`config.mk`:
```
export PLATFORM = sky130hd
export DESIGN_NAME = decimal_digit_tile_writer
export DESIGN_NICKNAME = d
export VERILOG_FILES = /design/src/hdl/ddtw_pkg.sv /design/src/hdl/decimal_digit_tile_writer.sv /design/src/hdl/ddtw_cell.sv
export SDC_FILE = /design/constraint.sdc
export NUM_CORES = 1
export LEC_CHECK = 0
export BUFFER_PORTS_ARGS = -buffer_cell sky130_fd_sc_hd__buf_2
export CAP_MARGIN = 20
export CORE_MARGIN = 4
export CORE_UTILIZATION = 35
export CTS_CLUSTER_SIZE = 14
export DETAILED_ROUTE_END_ITERATION = 7
export GPL_ROUTABILITY_DRIVEN = 0
export PLACE_DENSITY = 0.55
export SYNTH_ARGS = -nofsm -noshare
export SYNTH_HDL_FRONTEND = slang
export SYNTH_SLANG_ARGS = --single-unit
export TNS_END_PERCENT = 100
```
`constraint.sdc`:
```
create_clock -name clk_i -period 3.95 [get_ports clk_i]
set_input_delay 0.79 -clock clk_i [delete_from_list [all_inputs] [get_ports clk_i]]
set_output_delay 0.79 -clock clk_i [all_outputs]
set_load 0.02 [all_outputs]
```
`src/hdl/ddtw_pkg.sv`:
```
package ddtw_pkg;

  localparam int unsigned VALUE_W        = 27;
  localparam int unsigned COUNT_W        = 4;
  localparam int unsigned COORD_W        = 5;
  localparam int unsigned ADDR_W         = 10;
  localparam int unsigned BASE_W         = 10;
  localparam int unsigned TILE_W         = 11;
  localparam int unsigned BCD_W          = 4;
  localparam int unsigned POW_W          = 34;
  localparam int unsigned STEP_W         = 5;
  localparam int unsigned MAX_DIGITS_DEF = 8;

  localparam logic [BASE_W-1:0] BASE_RESET = BASE_W'(64);
  localparam logic [BCD_W-1:0]  DIGIT_NINE = BCD_W'(9);
  localparam logic [BCD_W-1:0]  DIGIT_ZERO = BCD_W'(0);

  typedef enum logic [1:0] {
    ST_IDLE,
    ST_CONV,
    ST_EMIT
  } ddtw_state_e;

  // ten to the power n, for n up to ten
  function automatic logic [POW_W-1:0] pow10_f(input logic [COUNT_W-1:0] n);
    logic [POW_W-1:0] p;
    unique case (n)
      4'd0:    p = POW_W'(64'd1);
      4'd1:    p = POW_W'(64'd10);
      4'd2:    p = POW_W'(64'd100);
      4'd3:    p = POW_W'(64'd1000);
      4'd4:    p = POW_W'(64'd10000);
      4'd5:    p = POW_W'(64'd100000);
      4'd6:    p = POW_W'(64'd1000000);
      4'd7:    p = POW_W'(64'd10000000);
      4'd8:    p = POW_W'(64'd100000000);
      4'd9:    p = POW_W'(64'd1000000000);
      4'd10:   p = POW_W'(64'd10000000000);
      default: p = POW_W'(64'd10000000000);
    endcase
    return p;
  endfunction

endpackage

```
`src/hdl/decimal_digit_tile_writer.sv`:
```
// flow: a beat is taken while idle and its value is shifted msb first through the
//   bcd cell row in 27 steps; then leading zeros are skipped and the digits written
// throughput: one value at a time; the next beat is taken only once the last write
//   of the current value is issued, and an output stall holds the skips and writes
// reset: rst_ni asynchronous, active low; tile_base returns to 64, control idles
module decimal_digit_tile_writer import ddtw_pkg::*; #(
  parameter int unsigned MaxDigits = MAX_DIGITS_DEF
) (
  input  logic               clk_i,
  input  logic               rst_ni,
  // configuration write (tile base)
  input  logic               cfg_valid_i,
  output logic               cfg_ready_o,
  input  logic [BASE_W-1:0]  cfg_data_i,
  // input beat
  input  logic               in_valid_i,
  output logic               in_ready_o,
  input  logic [VALUE_W-1:0] value_i,
  input  logic [COUNT_W-1:0] digit_count_i,
  input  logic [COORD_W-1:0] column_i,
  input  logic [COORD_W-1:0] row_i,
  // output beat (one map write)
  output logic               out_valid_o,
  input  logic               out_ready_i,
  output logic [ADDR_W-1:0]  map_address_o,
  output logic [TILE_W-1:0]  tile_word_o,
  output logic               last_write_o
);

  // digit position index, one bit at least
  localparam int unsigned PosW = (MaxDigits > 1) ? $clog2(MaxDigits) : 1;
  localparam logic [COUNT_W-1:0] MaxCnt = COUNT_W'(MaxDigits);

  ddtw_state_e state_q, state_d;

  logic [BASE_W-1:0]  base_q;
  logic [VALUE_W-1:0] val_q, val_d;       // binary value, shifted out msb first
  logic [STEP_W-1:0]  step_q, step_d;     // conversion steps left
  logic [PosW-1:0]    pos_q, pos_d;       // digit position being examined
  logic [PosW-1:0]    wr_q, wr_d;         // writes already issued
  logic [ADDR_W-1:0]  origin_q, origin_d; // row * 32 + column
  logic               sat_q, sat_d;       // value too wide, show nines
  logic               start_q, start_d;   // first non-zero digit seen

  logic               ov_q, ov_d;
  logic [ADDR_W-1:0]  addr_q, addr_d;
  logic [TILE_W-1:0]  tile_q, tile_d;
  logic               last_q, last_d;

  logic               accept;
  logic               cell_clear;
  logic               cell_shift;
  logic [COUNT_W-1:0] cnt_clamped;
  logic [BCD_W-1:0]   digit_sel;
  logic               slot_free;

  logic [BCD_W-1:0]   digit_w [MaxDigits];
  logic [MaxDigits:0] carry_w;

  // configuration is always taken; users send writes only while idle (unenforced)
  assign cfg_ready_o = 1'b1;

  always_ff @(posedge clk_i or negedge rst_ni) begin
    if (!rst_ni) begin
      base_q <= BASE_RESET;
    end else if (cfg_valid_i) begin
      base_q <= cfg_data_i;
    end
  end

  assign in_ready_o = (state_q == ST_IDLE);
  assign accept     = in_valid_i && in_ready_o;

  // clamp the digit count to 1..MaxDigits
  always_comb begin
    if (digit_count_i == '0) begin
      cnt_clamped = COUNT_W'(1);
    end else if (digit_count_i > MaxCnt) begin
      cnt_clamped = MaxCnt;
    end else begin
      cnt_clamped = digit_count_i;
    end
  end

  // row of bcd cells, the lowest digit takes the value's msb each step
  assign carry_w[0] = val_q[VALUE_W-1];

  for (genvar g = 0; g < MaxDigits; g++) begin : g_cell
    ddtw_cell u_cell (
      .clk_i   (clk_i),
      .clear_i (cell_clear),
      .shift_i (cell_shift),
      .bit_i   (carry_w[g]),
      .bit_o   (carry_w[g+1]),
      .digit_o (digit_w[g])
    );
  end

  // saturated values show nines in every place
  assign digit_sel = sat_q ? DIGIT_NINE : digit_w[pos_q];
  assign slot_free = !ov_q || out_ready_i;

  assign cell_clear = accept;
  assign cell_shift = (state_q == ST_CONV);

  always_comb begin
    state_d  = state_q;
    val_d    = val_q;
    step_d   = step_q;
    pos_d    = pos_q;
    wr_d     = wr_q;
    origin_d = origin_q;
    sat_d    = sat_q;
    start_d  = start_q;
    ov_d     = ov_q && !out_ready_i;
    addr_d   = addr_q;
    tile_d   = tile_q;
    last_d   = last_q;

    unique case (state_q)
      ST_IDLE: begin
        if (in_valid_i) begin
          val_d    = value_i;
          step_d   = STEP_W'(VALUE_W);
          pos_d    = PosW'(cnt_clamped - COUNT_W'(1));
          wr_d     = '0;
          origin_d = {row_i, column_i};
          sat_d    = {{(POW_W-VALUE_W){1'b0}}, value_i} >= pow10_f(cnt_clamped);
          start_d  = 1'b0;
          state_d  = ST_CONV;
        end
      end
      ST_CONV: begin
        val_d  = {val_q[VALUE_W-2:0], 1'b0};
        step_d = step_q - STEP_W'(1);
        if (step_q == STEP_W'(1)) begin
          state_d = ST_EMIT;
        end
      end
      ST_EMIT: begin
        if (slot_free) begin
          // leading zero: skip it, the units digit is always written
          if (!start_q && digit_sel == DIGIT_ZERO && pos_q != '0) begin
            pos_d = pos_q - PosW'(1);
          end else begin
            ov_d    = 1'b1;
            addr_d  = origin_q + ADDR_W'(wr_q);
            tile_d  = TILE_W'(base_q) + TILE_W'(digit_sel);
            last_d  = (pos_q == '0);
            start_d = 1'b1;
            wr_d    = wr_q + PosW'(1);
            if (pos_q == '0) begin
              state_d = ST_IDLE;
            end else begin
              pos_d = pos_q - PosW'(1);
            end
          end
        end
      end
      default: begin
        state_d = ST_IDLE;
      end
    endcase
  end

  always_ff @(posedge clk_i or negedge rst_ni) begin
    if (!rst_ni) begin
      state_q <= ST_IDLE;
      ov_q    <= 1'b0;
    end else begin
      state_q <= state_d;
      ov_q    <= ov_d;
    end
  end

  // working and output payload registers
  always_ff @(posedge clk_i) begin
    val_q    <= val_d;
    step_q   <= step_d;
    pos_q    <= pos_d;
    wr_q     <= wr_d;
    origin_q <= origin_d;
    sat_q    <= sat_d;
    start_q  <= start_d;
    addr_q   <= addr_d;
    tile_q   <= tile_d;
    last_q   <= last_d;
  end

  assign out_valid_o   = ov_q;
  assign map_address_o = addr_q;
  assign tile_word_o   = tile_q;
  assign last_write_o  = last_q;

endmodule

```
`src/hdl/ddtw_cell.sv`:
```
module ddtw_cell import ddtw_pkg::*; (
  input  logic             clk_i,
  input  logic             clear_i,
  input  logic             shift_i,
  input  logic             bit_i,
  output logic             bit_o,
  output logic [BCD_W-1:0] digit_o
);

  logic [BCD_W-1:0] digit_q, digit_d;
  logic [BCD_W-1:0] adj;

  // add three before the shift when the digit is five or more
  always_comb begin
    adj = (digit_q >= BCD_W'(5)) ? digit_q + BCD_W'(3) : digit_q;
    bit_o = adj[BCD_W-1];
    digit_d = digit_q;
    if (clear_i) begin
      digit_d = DIGIT_ZERO;
    end else if (shift_i) begin
      digit_d = {adj[BCD_W-2:0], bit_i};
    end
  end

  always_ff @(posedge clk_i) begin
    digit_q <= digit_d;
  end

  assign digit_o = digit_q;

endmodule

```
==> reports/metrics.cfg <==
[synth]
syn_avg_cell_area_um2 = 10.0
share_of_flip_flops_with_an_asynchronous_set_or_reset_after_synthesis = 0.111
synth-edff-count = 72
post-synth-top-area-cell = sky130_fd_sc_hd__edfxtp_1
yosys_register_bits = 117
synthFlopType = sky130_fd_sc_hd__edfxtp_1
synthTopCellsByArea = sky130_fd_sc_hd__edfxtp_1 33%, sky130_fd_sc_hd__ha_1 11%, sky130_fd_sc_hd__dfxtp_1 9.8%
synth_top_cell_area_share = 0.330
synthesis.nets = 769
seq_area_frac_synth = 0.478
post_synth_instance_area_um2 = 6550
yosysUniqueCellTypes = 49
yosysWarningCount = 0
gate_count_post_synth = 652

[sta]
maxSlewHeadroom = 0.325
postLayoutSetupSlackWorst_ns = 0.811
hold_viol = 0
finalSetupTns_ns = 0
max_freq_mhz = 319
setup_repair_after_global_routing_missed_its_margin = no
final_setup_skew_ns = 0.00930
finalSetupViolCount = 0
clock_period_minus_final_worst_setup_slack_ns = 3.14
drv_slew = 0
worstMarginPinSlew_ns = 1.01
final.period_utilization = 0.795

[global_route]
globalRouteOverflowTotal = 0
grt_pass1_vias = 5122
grt_util_all_layers = 0.152
number_of_antenna_violations_at_the_first_check_in_global_routing = 0
grt_start_max_net_pins = 75
wire_length_of_the_first_global_routing_pass_um = 25000

[cts]
cts.repair.resized = 0
path_clk_slew_ns = 0.05
cts_htree_levels = 4
cts_root_buf = sky130_fd_sc_hd__clkbuf_16
worstSkewPairLatency_ns = 0.42
cts_max_path_buffers = 2
cts_made_buffers = 17
cts.hold.buffers_added = 0
number_of_sinks_on_the_clock_net = 117
post_cts_buffers = 0
tritoncts_clock_tree = done

[finish]
finish.net_count = 847
final_area_um2 = 7780
final_common_cell = sky130_fd_sc_hd__nand2_1
final_cell_mix = 122 x sky130_fd_sc_hd__nand2_1, 79 x sky130_fd_sc_hd__buf_2, 72 x sky130_fd_sc_hd__edfxtp_1
final_cells = 972
insertedDiodeCount = 0
flow.area_growth_from_synthesis_pct = 18.8
drive_gt1_frac = 0.182

[placed_design]
placement.cell_area_um2 = 7170
place_hpwl_um = 10900
placement.io_buffers = 79
dp.cells = 940
worst_case_setup_slack_after_placement_ns = 0.450

[route]
detail_route.vias_per_cell = 5.05
drc = 0
routed_wire_length_per_instance_um = 15.4
vias = 4911
routed_wl_um = 15000
drt.antenna.violating_nets = 0
dr.pass1.iters = 5
drt-initial-drc-count = 311

[critical_path]
cp-start-kind = input port
cp_data_required_time_ns = 4.10
worst_ep_arrival_time_ns = 3.29
setup.worst_path.end_class = register
crit_path_max_fanout = 13
crit_type = input port to register

[floorplan]
num_rows = 49
die_width_um = 145
io_pins = 81
placeableCoreArea_um2 = 18200
starting_utilization_of_the_core_area = 0.360
die_area_um2 = 21000
dieHeight_um = 145

[run]
max_cap_viol_count = 0

[pwr]
vdd_drop_max_mv = 0.313
power_leakage_nw = 3.34
power-per-cell-area_nw_per_um2 = 697

[hold_path]
hold_path.class = input port to async pin

[run_status]
status = completed

-- worst max-delay path: stages --
cell,delay (ns)
sky130_fd_sc_hd__buf_2,0.17
sky130_fd_sc_hd__nor2_1,0.11
sky130_fd_sc_hd__nor2_1,0.06
sky130_fd_sc_hd__nor2_1,0.27
sky130_fd_sc_hd__inv_1,0.15
sky130_fd_sc_hd__ha_1,0.28
sky130_fd_sc_hd__nor2_1,0.18
sky130_fd_sc_hd__a21oi_1,0.07
sky130_fd_sc_hd__ha_1,0.31
sky130_fd_sc_hd__a21oi_1,0.16
sky130_fd_sc_hd__o21a_1,0.14
sky130_fd_sc_hd__o31ai_1,0.09
sky130_fd_sc_hd__a2111oi_0,0.39
sky130_fd_sc_hd__a21oi_1,0.13
-- state kept, by name, indices dropped and copies added (netlist names) --
register / cells
base_q: 10
g_cell.u_cell.digit_o: 32
last_write_o: 1
map_address_o: 10
origin_q: 10
out_valid_o: 1
pos_q: 3
sat_q: 1
start_q: 1
state_q: 2
step_q: 5
tile_word_o: 11
val_q: 27
wr_q: 3
-- area by class of cell --
type | count | area, um^2
clock buffer | 21 | 450
clock inverter | 11 | 158
fill | 1789 | 10400
inverter | 34 | 128
multi-input combinational | 475 | 3190
sequential | 117 | 3130
tap | 229 | 287
timing repair buffer | 85 | 440
-- metrics by stage --
stage               power, mW  hold WS [ns]  utilization
global route             5.85         0.254        0.427
CTS                      5.47         0.239        0.427
floorplan                3.37         0.418            -
finish                   5.42         0.242        0.427
global placement         3.74         0.426        0.394
detailed placement       3.85         0.433        0.394
-- report_power, final --
group,internal (mW),switching (mW)
Sequential,1.80,0.324
Combinational,0.708,0.992
Clock,1.06,0.535
Total,3.57,1.85
-- synth_stat cells, types with 3 or more instances --
library cell                 n
sky130_fd_sc_hd__xnor2_1    24
sky130_fd_sc_hd__o31ai_1    11
sky130_fd_sc_hd__dfxtp_1    32
sky130_fd_sc_hd__ha_1       59
sky130_fd_sc_hd__edfxtp_1   72
sky130_fd_sc_hd__nor2b_1     5
sky130_fd_sc_hd__nand2b_1   14
sky130_fd_sc_hd__a211oi_1    3
sky130_fd_sc_hd__and3_1      4
sky130_fd_sc_hd__clkbuf_1   18
sky130_fd_sc_hd__mux2_2     11
sky130_fd_sc_hd__o21ai_0    34
sky130_fd_sc_hd__mux4_2      6
sky130_fd_sc_hd__nor3_1      9
sky130_fd_sc_hd__nand4_1     6
sky130_fd_sc_hd__nand2_1   123
sky130_fd_sc_hd__inv_1      34
sky130_fd_sc_hd__buf_1       4
sky130_fd_sc_hd__nor2_1     32
sky130_fd_sc_hd__mux2i_1     4
sky130_fd_sc_hd__a21o_1      7
sky130_fd_sc_hd__a21oi_1    46
sky130_fd_sc_hd__nand3b_1    3
sky130_fd_sc_hd__dfrtp_1    12
sky130_fd_sc_hd__xor2_1     11
sky130_fd_sc_hd__nand3_1    36
-- worst paths after layout --
kind | cells after the start | slack, ns | to | startpoint
worst min-delay path | 1 | 0.24 | state_q[0]$_DFFE_PN0P_ | rst_ni
min in group clk_i | 2 | 0.44 | g_cell[0].u_cell.digit_o[0]$_SDFFE_PP0P_ | val_q[26]$_DFFE_PP_
worst max register to register | 9 | 0.95 | tile_word_o[6]$_DFFE_PP_ | pos_q[2]$_DFFE_PP_
max in group asynchronous | 1 | 3.44 | base_q[6]$_DFFE_PN1P_ | rst_ni
worst max-delay path | 14 | 0.81 | sat_q$_DFFE_PP_ | digit_count_i[2]
worst min register to register | 2 | 0.44 | g_cell[0].u_cell.digit_o[0]$_SDFFE_PP0P_ | val_q[26]$_DFFE_PP_
-- routing by layer --
metal | track usage | routed length (um)
met2 | 0.253 | 7090
met1 | 0.187 | 6560
met4 | 0.0501 | 283
met5 | 0 | 0
met3 | 0.0473 | 1020
-- logic make-up after synthesis --
family                   synth area share
multiplexers                       0.0537
adder cells (fa/ha/maj)             0.119
other                            0.000573
buffers and inverters              0.0365
AO/OA/AOI/OAI                       0.104
flip-flops                          0.478
XOR/XNOR                           0.0468
AND/OR/NAND/NOR                     0.162
Note: power is estimated with default switching activity, not from simulation.
